## config.mk

```make
export PLATFORM = sky130hd
export DESIGN_NAME = srph_edge
export DESIGN_NICKNAME = d
export VERILOG_FILES = /design/src/rtl/core/segment_rectilinear_polygon_hit_unit_defines.svh /design/src/rtl/core/srph_edge.sv
export SDC_FILE = /design/constraint.sdc
export NUM_CORES = 2
export LEC_CHECK = 0
export BUFFER_PORTS_ARGS = -buffer_cell sky130_fd_sc_hd__buf_2
export CORE_MARGIN = 2
export CORE_UTILIZATION = 50
export DETAILED_ROUTE_END_ITERATION = 6
export HOLD_SLACK_MARGIN = 0.06
export PLACE_DENSITY = 0.66
export SYNTH_ARGS = -nofsm -noshare
export SYNTH_HDL_FRONTEND = slang
export SYNTH_SLANG_ARGS = --single-unit
```

## constraint.sdc

```tcl
create_clock -name clk -period 12.8 [get_ports clk]
set_clock_uncertainty 0.2 [all_clocks]
set_input_delay 1.92 -clock clk [delete_from_list [all_inputs] [get_ports clk]]
set_output_delay 1.92 -clock clk [all_outputs]
set_load 0.02 [all_outputs]
```

## src/rtl/core/segment_rectilinear_polygon_hit_unit_defines.svh

```systemverilog
// ----------------------------------------------------------------------------
// Assertion macros for the segment/polygon hit unit
// Short forms for the concurrent checks at the end of the top level.
// ----------------------------------------------------------------------------
`ifndef SEGMENT_RECTILINEAR_POLYGON_HIT_UNIT_DEFINES_SVH
`define SEGMENT_RECTILINEAR_POLYGON_HIT_UNIT_DEFINES_SVH

// Same-cycle implication, sampled on clk and masked during reset.
`define SRPH_ASSERT_NOW(label, ante, cons, msg) \
    label: assert property (@(posedge clk) disable iff (!rst_n) (ante) |-> (cons)) \
        else $error(msg);

// Next-cycle implication, sampled on clk and masked during reset.
`define SRPH_ASSERT_NEXT(label, ante, cons, msg) \
    label: assert property (@(posedge clk) disable iff (!rst_n) (ante) |=> (cons)) \
        else $error(msg);

`endif

```

## src/rtl/core/srph_edge.sv

```systemverilog
// ----------------------------------------------------------------------------
// srph_edge
// Three-stage test of one axis-aligned edge against the query segment:
// classify and span check, cross products, sign compare.
// ----------------------------------------------------------------------------
module srph_edge
#(
    parameter int CW = 16
)
(
    input  logic                clk,
    input  logic                rst_n,
    input  logic                in_valid,
    input  logic signed [CW-1:0] px,
    input  logic signed [CW-1:0] py,
    input  logic signed [CW-1:0] qx,
    input  logic signed [CW-1:0] qy,
    input  logic signed [CW-1:0] ax,
    input  logic signed [CW-1:0] ay,
    input  logic signed [CW:0]   dx,
    input  logic signed [CW:0]   dy,
    output logic                hit
);

    localparam int PW = 2 * CW + 2;

    logic                vert;
    logic                horiz;
    logic signed [CW-1:0] pu;
    logic signed [CW-1:0] pv;
    logic signed [CW-1:0] qv;
    logic signed [CW-1:0] au;
    logic signed [CW-1:0] av;
    logic signed [CW:0]   du;
    logic signed [CW:0]   dv;
    logic signed [CW:0]   t_c;
    logic signed [CW:0]   e1_c;
    logic signed [CW:0]   e2_c;
    logic                span_ok;

    logic                v1_reg;
    logic signed [CW:0]   e1_reg;
    logic signed [CW:0]   e2_reg;
    logic signed [CW:0]   t_reg;
    logic signed [CW:0]   du_reg;
    logic signed [CW:0]   dv_reg;

    logic                v2_reg;
    logic signed [PW-1:0] pa_reg;
    logic signed [PW-1:0] pb_reg;
    logic signed [PW-1:0] pt_reg;

    logic signed [PW:0]   s1_c;
    logic signed [PW:0]   s2_c;
    logic                s1_pos;
    logic                s1_neg;
    logic                s2_pos;
    logic                s2_neg;
    logic                hit_reg;

    // Pick the fixed axis (u) and the spanned axis (v) of the edge.
    always_comb
    begin
        vert  = (px == qx);
        horiz = !vert && (py == qy);
        pu    = vert ? px : py;
        pv    = vert ? py : px;
        qv    = vert ? qy : qx;
        au    = vert ? ax : ay;
        av    = vert ? ay : ax;
        du    = vert ? dx : dy;
        dv    = vert ? dy : dx;
        t_c   = {pu[CW-1], pu} - {au[CW-1], au};
        e1_c  = {pv[CW-1], pv} - {av[CW-1], av};
        e2_c  = {qv[CW-1], qv} - {av[CW-1], av};
    end

    // The segment's span along u must strictly contain the edge position.
    always_comb
    begin
        if (du[CW])
        begin
            span_ok = t_c[CW] && (t_c > du);
        end
        else if (du != '0)
        begin
            span_ok = !t_c[CW] && (t_c != '0) && (t_c < du);
        end
        else
        begin
            span_ok = 1'b0;
        end
    end

    // Stage one: operands of the cross products.
    always_ff @(posedge clk or negedge rst_n)
    begin
        if (!rst_n)
        begin
            v1_reg <= 1'b0;
        end
        else
        begin
            v1_reg <= in_valid && (vert || horiz) && span_ok;
        end
    end

    always_ff @(posedge clk)
    begin
        e1_reg <= e1_c;
        e2_reg <= e2_c;
        t_reg  <= t_c;
        du_reg <= du;
        dv_reg <= dv;
    end

    // Stage two: the three products.
    always_ff @(posedge clk or negedge rst_n)
    begin
        if (!rst_n)
        begin
            v2_reg <= 1'b0;
        end
        else
        begin
            v2_reg <= v1_reg;
        end
    end

    always_ff @(posedge clk)
    begin
        pa_reg <= e1_reg * du_reg;
        pb_reg <= e2_reg * du_reg;
        pt_reg <= t_reg * dv_reg;
    end

    // Stage three: the edge ends must lie on opposite sides of the crossing.
    always_comb
    begin
        s1_c   = {pa_reg[PW-1], pa_reg} - {pt_reg[PW-1], pt_reg};
        s2_c   = {pb_reg[PW-1], pb_reg} - {pt_reg[PW-1], pt_reg};
        s1_neg = s1_c[PW];
        s1_pos = !s1_c[PW] && (s1_c != '0);
        s2_neg = s2_c[PW];
        s2_pos = !s2_c[PW] && (s2_c != '0);
    end

    always_ff @(posedge clk or negedge rst_n)
    begin
        if (!rst_n)
        begin
            hit_reg <= 1'b0;
        end
        else
        begin
            hit_reg <= v2_reg && ((s1_pos && s2_neg) || (s1_neg && s2_pos));
        end
    end

    assign hit = hit_reg;

endmodule

```

-- Yosys cells after proc, flatten, opt, wreduce, memory -nomap -nowiden
Index checks and enable logic that the tools add are counted.
- $mul: 3
- add/sub/neg operators: 5
- eq/ne operators: 2
- reductions and logical operators: 21
- mux-type cells: 9
- $lt $le $gt $ge: 2
- operators with widths (cell ; number):
    $mul 17x17->34 ; 3
    $mux 16 ; 5
    $reduce_bool 35->1 ; 2
    $sub 34x34->35 ; 2
    $sub 16x16->17 ; 3
    $mux 17 ; 2
    $reduce_bool 17->1 ; 2
    $eq 16x16->1 ; 2
    $gt 17x17->1 ; 1
    $lt 17x17->1 ; 1
    $logic_and 1x1->1 ; 11
    $logic_not 1->1 ; 4
    $logic_or 1x1->1 ; 2
    $mux 1 ; 2
- flip-flop bits (word level): 190
- bits of input ports: 133
- output and inout bits: 1

-- Logic depth before layout (Yosys ltp)
- depth after elaboration: 9
- gate-level depth with buffers: 28
- mapped depth without buffers: 25

-- Least setup slack after synthesis
Ideal clock, no wire load.
- path type: input to register
- start point: input port px[14]
- end point: register v1_reg
- cell stages on the path: 27
- slack: 5.146 ns
- arrival: 7.377 ns
- buffers on the path: 4
- cells stage by stage: xnor2_1 nand4_1 nor4_1 clkbuf_1 clkbuf_1 clkbuf_1 buf_1 mux2i_1 ha_1 fa_1 nor2b_1 o21a_1 o21ai_1 a211oi_1 o31a_1 o21a_1 o21a_1 o31a_1 a21oi_1 ha_1 nor2b_1 o21ai_0 a31oi_1 a21oi_1 o41ai_1 or3_1 o21ai_1
- cells in the longest elaborated chain, start to end: 9
- RTL lines (what ; line ; source):
    start: declaration ; srph_edge.sv:14 ; input logic signed [CW-1:0] px,
    $eq 16x16->1 ; srph_edge.sv:64 ; vert = (px == qx);
    $mux 16, on equally long branches ; srph_edge.sv:66, srph_edge.sv:69 ;
    $sub 16x16->17 (*) ; srph_edge.sv:73 ; t_c = {pu[CW-1], pu} - {au[CW-1], au};
    via t_c[14] ; srph_edge.sv:36 ; logic signed [CW:0] t_c;
    parallel branches: the longest is 4 deep, another holds $lt 17x17->1 ; - ;
    $mux 1 (*) ; srph_edge.sv:81 ; if (du[CW])
    $logic_and 1x1->1 (*) ; srph_edge.sv:104 ; v1_reg <= in_valid && (vert || horiz) && span_ok;
    end signal: assignment ; srph_edge.sv:104 ;
    end: declaration ; srph_edge.sv:41 ; logic v1_reg;
Mark *: on every way through the listed nets, which the timed path passes.

-- Final worst setup path
- start point: register e1_reg[10]
- end point: register pa_reg[33]
- cells in the longest elaborated chain, start to end: 1
- RTL lines (what ; line ; source):
    start: declaration ; srph_edge.sv:42 ; logic signed [CW:0] e1_reg;
    start signal: assignment ; srph_edge.sv:110 ; e1_reg <= e1_c;
    $mul 17x17->34 ; srph_edge.sv:132 ; pa_reg <= e1_reg * du_reg;
    end signal: assignment ; srph_edge.sv:132 ;
    end: declaration ; srph_edge.sv:49 ; logic signed [PW-1:0] pa_reg;
No other way between the ends.

==> summary.txt <==
Placed design
  – Port Buf Inserts: between 100 and 150
  – GPL Wtd Cong: slightly below 1
  – Post-DP HPWL: 97.07 mm

Synthesis
  – Adder-cell share of the synthesized area: between 50 and 60%
  – Largest family of logic cells by synthesized area: adder cells
  – Synth async-reset ratio: 1.579%
  – Synth Net Count: ~6300
  – Number of flops mapped to enable cells by yosys: 0
  – Cells after synthesis: between 4000 and 5000
  – Synth cell types: 94
  – Largest cells by area after synthesis: fa_1 (40%), ha_1 (11%), inv_1 (8.7%)
  – Mapped Area: between 40000 and 50000 um^2
  – Simple-Gate Fraction of Synth Area: ~16%
  – Seq/Total Area, Yosys: 8.538%
  – Yosys Warn Count: 0
  – Main synth FF type: dfxtp_1
  – Area leader, netlist: fa_1
  – Syn_area_per_cell: between 9 and 10 um^2
  – Synthesis-stage register bit count: 190
  – Area share of xor/xnor cells in the synthesized design: under 10%
  – Post-synthesis mux area share: approximately 3.0%
  – Post-synthesis compound-gate area fraction: roughly 7.7%
  – Post-synth top area share: between 30% and 40%

Floorplanning
  – Die Footprint: between 90000 and 100000 um^2
  – Die Span Y: ~300 um
  – Core area: 88510 um^2
  – Initial Util: ~51%
  – Io pins: roughly 130
  – Cell Rows: around 110
  – Die Wd: between 300 and 400 um

Clocking
  – Cts bufs inserted: 17
  – Max clock buf depth: 2
  – Clock Pin Slew Worst Setup and Hold Paths: 0.09 ns
  – TritonCTS clock tree: yes
  – Cells resized by post-CTS repair: 0
  – Clk Latency, worst-skew pair: 0.53 ns
  – CTS sink cnt: between 150 and 200
  – CTS Hold Bufs: 0
  – Root Buffer: clkbuf_16
  – H-tree level count: 4
  – Total setup buffers inserted after CTS: 0

Flow run
  – Max_cap viols: 0

Global route
  – GR Overflow Total: 0
  – Largest net degree at the start of global routing: 66
  – Vias in the first global route: roughly 35000
  – Initial antenna violation count: 0
  – First-pass GRT wire length: between 150 and 200 mm
  – Total GRT Usage: 27.62%

Layout
  – Area Overhead vs Synth: 5.354%
  – Most common cell after layout, fill and taps aside: inv_1
  – Commonest non-fill, non-tap cells in the layout: inv_1 (1037), fa_1 (893), nand2_1 (469)
  – Fillers: roughly 8000
  – Nets: between 6000 and 7000
  – Layout cell share with drive strength beyond 1: under 10%

Drt
  – Vias/cell: around 5.4
  – DRT iter0 DRCs: between 1500 and 2000
  – Routed WL: around 120 mm
  – Initial DRT Pass Iterations: 7
  – Via Count: between 30000 and 40000
  – Number of remaining DRC errors: 2
  – WL/cell: roughly 20 um
  – ANT nets after route: 0

STA
  – Min cycle time layout: around 7.7 ns
  – Slew HR: between 20% and 30%
  – Setup TNS: 0 ns
  – Pins Over Slew Limit: 0
  – Endpoints failing setup: 0
  – Worst slew pin tran: between 1 and 1.5 ns
  – RSZ-0062 raised after global routing: no
  – Final hold viol count: 0
  – Period utilization: between 60% and 70%
  – Max Clk Rate: between 100 and 150 MHz
  – Hold slack: 0.1687 ns

Worst setup path
  – Crit Path Class: flop to flop
  – CP required: ~13 ns
  – Crit Path Max Fanout: 17
  – Crit path DAT: between 7 and 8 ns
  – Worst Setup End Kind: flop
  – Critical Path Start Type: flop

Hold path
  – Hold Crit Class: flop to flop

Status
  – Status: finished with violations
  – Failing checks: design-rule violations
-- through the flow --
step           instance area (um^2)  setup WS [ns]  utilization [%]  std cells
6_report                      47120          5.104            53.24       6121
5_1_grt                       47120          4.716            53.24       6120
4_1_cts                       47120          5.194            53.24       6120
3_5_place_dp                  46480          4.732            52.51       6088
3_3_place_gp                  46480          4.812            52.51       6088
2_1_floorplan                 44730          5.146                -       4918
-- critical path, stage by stage (launching register included) --
cell       delay, ns
dfxtp_1         0.98
nand2_1         0.20
fa_1            0.53
fa_1            0.48
fa_1            0.54
inv_1           0.05
fa_1            0.48
fa_1            0.49
inv_1           0.05
fa_1            0.53
inv_1           0.05
ha_1            0.36
a21o_1          0.20
a21o_1          0.16
a21oi_1         0.20
o21ai_1         0.08
a31oi_1         0.40
a21oi_1         0.21
a41o_1          0.28
o41ai_1         0.59
o2111ai_1       0.21
a21oi_1         0.20
xnor2_1         0.14
-- routing by layer --
| layer | vias to the layer above | part of all wire, % | track usage (%) |
|---|---|---|---|
| li1 | 15279 | - | - |
| met1 | 16773 | 44 | 37.96 |
| met2 | 1068 | 47 | 45.13 |
| met3 | 203 | 6.2 | 4.024 |
| met4 | 0 | 3.1 | 8.808 |
| met5 | - | 0 | 0 |
-- worst paths after layout --
path | cells after the start | endpoint | start | slack, ns
max in group asynchronous | 1 | v2_reg | rst_n | 11.26
min | 0 | v2_reg | v1_reg | 0.17
min in group asynchronous | 1 | hit | rst_n | 0.99
max reg2reg | 22 | pa_reg[33] | e1_reg[10] | 5.10
min reg2reg | 0 | v2_reg | v1_reg | 0.17
max | 22 | pa_reg[33] | e1_reg[10] | 5.10
-- cells in the mapped netlist, drive strengths merged (5+ instances only) --
master   number
a2111oi       9
a211o        10
a211oi       20
a21boi       12
a21o         53
a21oi       137
a311oi        5
a31oi        15
a41o          5
and2        440
and3         21
and4          5
buf          13
clkbuf      149
dfxtp       187
fa          893
ha          388
inv        1039
mux2         69
mux2i        56
nand2       470
nand2b       46
nand3        62
nand3b        9
nand4        29
nor2        173
nor2b        40
nor3         53
nor4         16
o2111ai      14
o211ai       12
o21a         31
o21ai       103
o21bai       14
o221ai        6
o31a          6
o31ai         8
o41ai        12
or2           7
or3          14
or4          10
xnor2       160
xor2         31
-- logic make-up after synthesis --
kind of cell	count (synthesis)
AOI/OAI and AO/OA	519
muxes	125
adders and majority gates	1281
DFF	190
and+or+nand+nor	1411
xor gates and xnor gates	191
buffers and inverters	1201
-- cell type report --
type	instances	area [um^2]	area share, %
flip-flops and latches	190	3819	8.104
diodes	1	2.502	0.005311
clock inverters	15	215.2	0.4567
inverters	1039	3900	8.276
multi-input cells	3527	36380	77.21
well taps	1165	1458	3.093
clock buffers	17	425.4	0.9028
repair buffers	167	920.9	1.954
Power is left out: the tool's default activity adds up to more than one toggle a clock period on the data nets, which glitch-free logic cannot reach.
