### src/rtl/core/segment_rectilinear_polygon_hit_unit_defines.svh
// ----------------------------------------------------------------------------
// Assertion macros for the segment/polygon hit unit
// Short forms for the concurrent checks at the end of the top level.
// ----------------------------------------------------------------------------
`ifndef SEGMENT_RECTILINEAR_POLYGON_HIT_UNIT_DEFINES_SVH
`define SEGMENT_RECTILINEAR_POLYGON_HIT_UNIT_DEFINES_SVH

// Same-cycle implication, sampled on clk and masked during reset.
`define SRPH_ASSERT_NOW(label, ante, cons, msg) \
    label: assert property (@(posedge clk) disable iff (!rst_n) (ante) |-> (cons)) \
        else $error(msg);

// Next-cycle implication, sampled on clk and masked during reset.
`define SRPH_ASSERT_NEXT(label, ante, cons, msg) \
    label: assert property (@(posedge clk) disable iff (!rst_n) (ante) |=> (cons)) \
        else $error(msg);

`endif

### src/rtl/core/srph_pkg.sv
// ----------------------------------------------------------------------------
// srph_pkg
// Shared types and constants of the segment/polygon hit unit.
// ----------------------------------------------------------------------------
package srph_pkg;

    // Width of every coordinate field on the stream ports.
    localparam int FIELD_BITS  = 16;
    localparam int OPCODE_BITS = 2;

    // Latency of the edge test pipeline, drained after the ring sweep.
    localparam int DRAIN_CYCLES = 3;

    // Operation carried in the sideband of an input beat.
    typedef enum logic [OPCODE_BITS-1:0] {
        OP_CLEAR  = 2'd0,
        OP_APPEND = 2'd1,
        OP_QUERY  = 2'd2
    } opcode_t;

    // Per-cell control: rotate the ring or load a new vertex.
    typedef struct packed {
        logic shift;
        logic load;
    } cell_ctl_t;

endpackage

### src/rtl/core/srph_cell.sv
// ----------------------------------------------------------------------------
// srph_cell
// One vertex slot of the ring: loads an appended vertex or takes its
// neighbor's vertex while the ring rotates.
// ----------------------------------------------------------------------------
module srph_cell
    import srph_pkg::*;
#(
    parameter int WIDTH = 33
)
(
    input  logic             clk,
    input  cell_ctl_t        ctl,
    input  logic [WIDTH-1:0] load_data,
    input  logic [WIDTH-1:0] ring_in,
    output logic [WIDTH-1:0] data
);

    logic [WIDTH-1:0] data_reg;

    // Vertex storage; contents are meaningless until written.
    always_ff @(posedge clk)
    begin
        if (ctl.shift)
        begin
            data_reg <= ring_in;
        end
        else if (ctl.load)
        begin
            data_reg <= load_data;
        end
    end

    assign data = data_reg;

endmodule

### config.mk
export PLATFORM = sky130hd
export DESIGN_NAME = srph_cell
export DESIGN_NICKNAME = d
export VERILOG_FILES = /design/src/rtl/core/segment_rectilinear_polygon_hit_unit_defines.svh /design/src/rtl/core/srph_pkg.sv /design/src/rtl/core/srph_cell.sv
export SDC_FILE = /design/constraint.sdc
export NUM_CORES = 1
export LEC_CHECK = 0
export BUFFER_PORTS_ARGS = -buffer_cell sky130_fd_sc_hd__buf_2
export CAP_MARGIN = 10
export CORE_UTILIZATION = 45
export CTS_CLUSTER_DIAMETER = 80
export DETAILED_ROUTE_END_ITERATION = 8
export HOLD_SLACK_MARGIN = 0.06
export PLACE_DENSITY = 0.88
export SLEW_MARGIN = 20
export SYNTH_ARGS = -nofsm -noshare
export SYNTH_HDL_FRONTEND = slang
export SYNTH_SLANG_ARGS = --single-unit
### constraint.sdc
create_clock -name clk -period 2.8 [get_ports clk]
set_clock_uncertainty 0.2 [all_clocks]
set_input_delay 0.14 -clock clk [delete_from_list [all_inputs] [get_ports clk]]
set_output_delay 0.14 -clock clk [all_outputs]
set_load 0.05 [all_outputs]
Word level (Yosys, flattened, before mapping)

Index checks and enable logic that the tools add are counted.

Word-level logic and storage cells: 4
Bits in registers: 33
Output and inout bits: 33

Muxes and demuxes: 2
Reduce and logical (&&, ||, !) cells: 1

Operators by type and width:

| cell               | count |
|---|---|
| 33-bit two-way mux | 2 |
| 2-bit nonzero test | 1 |

Longest topological paths before layout

Gate-level depths: netlist of run 1.

Word-level depth: 2
Depth in mapped cells: 3

Worst setup path after synthesis of run 1

Ideal clock, no wire load.

Path type: input to register
Start point: input port ctl[1] (netlist name)
End point: register data_reg[0], in the netlist data[0] (enable)
Required time: 2.208 ns
Setup time: 0.392 ns
Stages: 3
Setup slack: 1.019 ns
Path buffers: 2
Data arrival time: 1.190 ns
Path through: buf_6 -> buf_12 -> or2_1

Cells in the longest elaborated chain, start to end: 1

RTL lines:

| item                         | line            | RTL |
|---|---|---|
| start: declaration           | srph_cell.sv:13 | `input cell_ctl_t ctl,` |
| 2-bit nonzero test (no line) | n/a             |  |
| end signal: assignment       | srph_cell.sv:26 | `data_reg <= ring_in;` |
| end signal: assignment       | srph_cell.sv:30 | `data_reg <= load_data;` |
| end: declaration             | srph_cell.sv:19 | `logic [WIDTH-1:0] data_reg;` |

Every way passes these cells.
A chain may end at the register's enable or synchronous reset.

Final worst setup path of run 1

Start point: input port ctl[1] (netlist name)
End point: register data_reg[32], in the netlist data[32] (data pin)

Cells in the longest elaborated chain, start to end: 1

RTL lines:

| item               | line            | RTL |
|---|---|---|
| 33-bit two-way mux | srph_cell.sv:24 | `if (ctl.shift)` |

Every way passes these cells.

==> results.py, run 1 <==
metrics = {
    "global_routing": {
        "use_met1": 0.298,
        "antenna_found_initial": 0,
        "grt_max_degree": 27,
        "grt_pass1_wl_mm": 7.47,
        "grt_pass1_vias": 1470,
        "met3_usage": 0.0661,
        "overflow": 0,
        "busiest_layer": "met2",
        "grtUsageMet2": 0.562,
        "grtUsageTotal": 0.305,
    },
    "run_status": {
        "status": "completed",
    },
    "setup_path": {
        "cp-start-kind": "input pin",
        "worstPathArrival_ns": 1.90,
        "crit_fanout": 21,
        "worst_setup_path_end_kind": "flip-flop",
        "crit_start": "ctl[1]",
        "critical_path_class": "input pin to flip-flop",
        "required_ns": 2.67,
    },
    "detailed_routing": {
        "drt_iter0_markers": 51,
        "drc": 0,
        "wl_mm": 5.26,
        "post_drt_via_cell_ratio": 4.83,
        "drt_pass1_iterations": 4,
        "routedWlPerCell_microns": 18.3,
        "vias": 1387,
        "detail-route-antenna-nets": 0,
    },
    "synth": {
        "synth.avg_cell_area_sq_um": 21.8,
        "synthTopCellsByArea": "edfxtp_1, mux2_4, buf_12",
        "syn_area_sq_mm": 0.00155,
        "synth_top_family_by_area": "multiplexers",
        "synth_cells": 71,
        "synth-compound-area-share": 0,
        "synthesis.nets": 140,
        "synth_largest_area_cell": "edfxtp_1",
        "ys_seq_area_frac": 0.640,
        "ys_ff_latch": 33,
        "synth_top_cell_area_share": 0.640,
        "synth.distinct_cells": 6,
        "synthSimpleGateAreaFrac": 0.00404,
        "synth.mux.area_fraction": 0.310,
        "synth_adder_area_share": 0,
        "yosysWarnings": 0,
        "synth-xor-area-share": 0,
    },
    "floorplanning": {
        "die_y_microns": 60.7,
        "die_width_microns": 60.7,
        "rows": 20,
        "core-area_sq_mm": 0.00315,
        "start_util": 0.491,
        "ios": 102,
        "die_area_sq_mm": 0.00368,
    },
    "finish": {
        "diodes": 0,
        "drive_above_1_share": 0.580,
        "fin_nets": 312,
        "fillers": 159,
        "syn_to_final_growth_pct": 78.1,
        "largest_reg_flops": 33,
    },
    "sta": {
        "maxSlewViolCount": 0,
        "slew_headroom": 0.721,
        "fin_setup_tns_ns": 0,
        "finalSetupViolCount": 0,
        "layout_setup_ws_ns": 0.771,
        "worst_pin_slew_ns": 0.418,
        "max_freq_mhz": 493,
        "fin_crit_sh": 0.725,
        "rsz0062_at_grt": "no",
        "final-hold-violation-count": 0,
        "finalCriticalPeriod_ns": 2.03,
    },
    "pwr": {
        "power_leakage_nw": 1.30,
        "power.density_mw_per_mm2": 489,
        "vdd_ir_drop_max_uv": 357,
    },
    "clock_network": {
        "h-tree-depth": 2,
        "numCtsBuffers": 5,
        "clockRootBuffer": "clkbuf_4",
        "cts_buffer_depth": 2,
        "cts.sinks": 33,
        "tritoncts": "done",
        "clk_pin_slew_worst_paths_ns": 0.11,
    },
    "placed_design": {
        "port_buffers": 101,
        "dp_slack_ns": 1.00,
        "place_congestion": 0.711,
    },
    "worst_hold_path": {
        "min-delay-start": "ctl[0]",
        "hold_class": "input pin to flip-flop",
    },
    "job": {
        "drv_cap": 0,
    },
}
==> synth_stat cells <==
| master | number |
|---|---|
| edfxtp_1 | 33 |
| buf_6 | 1 |
| buf_12 | 3 |
| or2_1 | 1 |
| mux2_2 | 4 |
| mux2_4 | 29 |
==> stage by stage <==
step	cell area, sq um	util	total power [W]	hold WS, ns	instances
floorplan	1550	-	0.000913	0.157	71
global route	2760	0.875	0.00139	0.198	287
CTS	2760	0.875	0.00132	0.164	287
finish	2760	0.875	0.00135	0.176	287
detailed placement	2050	0.651	0.00101	0.244	214
global placement	2050	0.651	0.00100	0.244	214
==> per-layer routing <==
metal	vias up	wire length [microns]
li1	617	-
met1	664	1880
met2	82	2750
met3	24	352
met4	0	277
met5	-	0
==> what timing repair did <==
item	CTS	global route
buffers inserted	0	0
hold endpoints to repair	33	0
hold buffers	66	0
resized for setup	0	0
==> worst paths after layout <==
kind | end | slack [ns] | cells past startpoint
setup / recovery | data[32] | 0.77 | 4
hold / removal | data[22] | 0.18 | 2
==> report_power, final <==
group	leakage (nW)	internal, W	switching [W]
Clock	0.0258	0.0000912	0.000150
Combinational	0.938	0.000198	0.000285
Sequential	0.336	0.000606	0.0000179
==> critical path, cell delays in order <==
cell and delay (ns):
buf_2 0.35, buf_4 0.43, mux2_2 0.39, dlygate4sd3_1 0.56
==> cells in the final DEF (no fill, tap or decap) <==
master,count
clkbuf_1,1
buf_2,101
or2_1,1
dlygate4sd3_1,66
buf_4,2
mux2_2,4
mux2_4,29
clkinv_1,1
edfxtp_1,33
clkbuf_4,5
==> logic make-up (layout without fill, tap and decap cells) <==
kind of cell | after synthesis | count (layout)
and+or+nand+nor | 1 | 1
buffers and inverters | 4 | 176
muxes | 33 | 33
DFF | 33 | 33
==> layout make-up <==
cell class | instances | area, sq um | share of cell area
clock buffers | 6 | 41.3 | 0.0150
clock inverters | 1 | 3.75 | 0.00136
multi-input cells | 34 | 487 | 0.176
flip-flops and latches | 33 | 991 | 0.359
well taps | 44 | 55.1 | 0.0200
repair buffers | 169 | 1180 | 0.428
(Power assumes the default switching activity.)
==> run 2, diff against run 1 <==
--- a/config.mk
+++ b/config.mk
@@ -5,13 +5,14 @@
 export SDC_FILE = /design/constraint.sdc
 export NUM_CORES = 1
 export LEC_CHECK = 0
+export ABC_AREA = 1
 export BUFFER_PORTS_ARGS = -buffer_cell sky130_fd_sc_hd__buf_2
 export CAP_MARGIN = 10
-export CORE_UTILIZATION = 45
+export CORE_UTILIZATION = 41
 export CTS_CLUSTER_DIAMETER = 80
 export DETAILED_ROUTE_END_ITERATION = 8
 export HOLD_SLACK_MARGIN = 0.06
-export PLACE_DENSITY = 0.88
+export PLACE_DENSITY = 0.83
 export SLEW_MARGIN = 20
 export SYNTH_ARGS = -nofsm -noshare
 export SYNTH_HDL_FRONTEND = slang
==> constraint.sdc (replaced) <==
create_clock -name clk -period 1.9 [get_ports clk]
set_clock_uncertainty 0.2 [all_clocks]
set_input_delay 0.095 -clock clk [delete_from_list [all_inputs] [get_ports clk]]
set_output_delay 0.095 -clock clk [all_outputs]
set_load 0.05 [all_outputs]
==> results.py, run 2 <==
metrics = {
    "run_status": {
        "status": "completed",
    },
    "clock_network": {
        "tritoncts": "done",
        "clockRootBuffer": "clkbuf_4",
        "clk_pin_slew_worst_paths_ns": 0.10,
        "numCtsBuffers": 5,
        "cts_buffer_depth": 2,
        "cts.sinks": 33,
        "cts_resized": 0,
        "post_cts_buffers": 0,
        "h-tree-depth": 2,
    },
    "pwr": {
        "vdd_ir_drop_max_uv": 372,
        "power_leakage_nw": 1.36,
        "power.density_mw_per_mm2": 723,
    },
    "detailed_routing": {
        "detail-route-antenna-nets": 0,
        "route.met2.wl_mm": 2.65,
        "drt_pass1_iterations": 4,
        "routedWlPerCell_microns": 13.1,
        "vias": 1613,
        "route.met3.wl_microns": 246,
        "met1_length_mm": 1.61,
        "drc": 0,
        "wl_mm": 4.66,
        "top_layer": "met4",
        "drt_iter0_markers": 121,
        "post_drt_via_cell_ratio": 4.53,
    },
    "global_routing": {
        "overflow": 0,
        "antenna_found_initial": 0,
        "grtUsageTotal": 0.256,
        "grt_pass1_vias": 1598,
        "grt_pass1_wl_mm": 6.71,
        "grt_max_degree": 35,
    },
    "synth": {
        "synth_edf_count": 33,
        "synth.most_common_cell": "nand2_1",
        "synth.distinct_cells": 8,
        "ys_seq_area_frac": 0.671,
        "synthTopCellsByArea": "edfxtp_1, nand2_1, nand2_2",
        "ys_top_cells_by_count": "nand2_1, edfxtp_1, nand2_2, buf_4, buf_6",
        "ys_ff_latch": 33,
        "synthesis.nets": 210,
        "synth_top_cell_area_share": 0.671,
        "synthFlopType": "edfxtp_1",
        "synth_cells": 141,
        "syn_area_sq_mm": 0.00148,
        "yosysWarnings": 0,
        "synth_async_sr_flop_share": 0,
        "synth_largest_area_cell": "edfxtp_1",
        "synth.avg_cell_area_sq_um": 10.5,
    },
    "finish": {
        "final_cell_area_sq_mm": 0.00269,
        "drive_above_1_share": 0.387,
        "diodes": 0,
        "seqCellArea_sq_um": 991,
        "multi_input_area_sq_um": 403,
        "fin_nets": 378,
        "final_common_cell": "buf_2",
        "fillers": 228,
        "largest_reg_flops": 33,
        "syn_to_final_growth_pct": 81.9,
        "mostFrequentLayoutCells": "buf_2, nand2_1, dlygate4sd3_1",
    },
    "floorplanning": {
        "ios": 102,
        "rows": 21,
        "core-area_sq_mm": 0.00339,
        "die_y_microns": 62.0,
        "die_area_sq_mm": 0.00385,
        "start_util": 0.436,
        "die_width_microns": 62.0,
    },
    "setup_path": {
        "crit_start": "ctl[1]",
        "required_ns": 1.77,
        "max_stage_delay_ns": 0.57,
        "critical_path_class": "input pin to flip-flop",
        "path_buf_inv": 4,
        "cp_common_cell": "nand2_1",
        "cpLargestDelayFamily": "buffers and inverters",
        "worstPathArrival_ns": 1.51,
        "cp_slowest_cell": "dlygate4sd3_1",
        "crit_chain": "buf_2 > buf_4 > inv_8 > nand2_1 > nand2_1 > dlygate4sd3_1",
        "worst_setup_path_end_kind": "flip-flop",
        "crit_end": "data[12]",
        "cp-start-kind": "input pin",
        "crit_cells": 6,
        "crit_fanout": 34,
    },
    "placed_design": {
        "dp_slack_ns": 0.526,
        "port_buffers": 101,
        "dpl.hpwl_mm": 2.27,
        "placed_area_sq_mm": 0.00198,
        "place_congestion": 0.739,
    },
    "sta": {
        "fin_crit_sh": 0.861,
        "final-hold-violation-count": 0,
        "rsz0062_at_grt": "no",
        "fin_setup_tns_ns": 0,
        "layout_setup_ws_ns": 0.265,
        "slew_headroom": 0.499,
        "worst_pin_slew_ns": 0.752,
        "finalSetupViolCount": 0,
        "finalCriticalPeriod_ns": 1.64,
        "maxSlewViolCount": 0,
        "max_freq_mhz": 612,
    },
    "worst_hold_path": {
        "hold_class": "input pin to flip-flop",
    },
    "job": {
        "drv_cap": 0,
    },
}
==> run 2: changes by cell type after synthesis <==
| cell | before | now |
|---|---|---|
| buf_12 | 3 | 0 |
| buf_4 | 0 | 3 |
| buf_6 | 1 | 3 |
| buf_8 | 0 | 1 |
| inv_8 | 0 | 1 |
| mux2_2 | 4 | 0 |
| mux2_4 | 29 | 0 |
| nand2_1 | 0 | 89 |
| nand2_2 | 0 | 10 |
| or2_1 | 1 | 0 |
| or2_2 | 0 | 1 |
==> run 2: power breakdown <==
part | switching, W | leakage (nW) | internal (W)
Sequential | 0.0000215 | 0.340 | 0.000893
Combinational | 0.000429 | 0.995 | 0.000240
Clock | 0.000224 | 0.0300 | 0.000134
Total | 0.000675 | 1.36 | 0.00127
==> run 2: how the worst min path moves through the flow <==
stage	from	endpoint	slack [ns]	cells after the start
2_1_floorplan	load_data[0]	data[0]	0.07	2
3_3_place_gp	load_data[27]	data[27]	0.16	3
3_5_place_dp	load_data[32]	data[32]	0.17	3
4_1_cts	ring_in[1]	data[1]	0.34	4
5_1_grt	ring_in[1]	data[1]	0.36	4
6_report	load_data[25]	data[25]	0.36	4
==> run 2: cell type report <==
type / instances / area share
timing repair buffer: 168 / 0.437
sequential: 33 / 0.369
multi-input combinational: 100 / 0.150
tap: 46 / 0.0214
clock buffer: 5 / 0.0140
clock inverter: 3 / 0.00466
inverter: 1 / 0.00419
==> run 2: metal layers <==
metal,global-route usage,up-vias
met3,0.0455,12
met5,0,-
met4,0.171,0
met1,0.229,740
met2,0.509,74
li1,-,787
==> run 2: metrics by stage <==
stage	power [W]	std cells	utilization	hold WS [ns]
after CTS	0.00194	356	0.793	0.343
after global routing	0.00203	356	0.793	0.361
after detailed placement	0.00146	282	0.583	0.166
after global placement	0.00145	282	0.583	0.159
final	0.00194	356	0.793	0.363
after floorplan	0.00131	141	-	0.0678
==> run 2: logic make-up (layout without fill, tap and decap cells) <==
family,after synthesis,after routing,share of synthesized area
buf+inv,8,177,0.0559
flops,33,33,0.671
simple gates,100,100,0.273
==> run 2: timing repair <==
action,CTS,global route
hold endpoints to repair,33,0
hold buffers,66,0
endpoints found under the setup margin,0,0
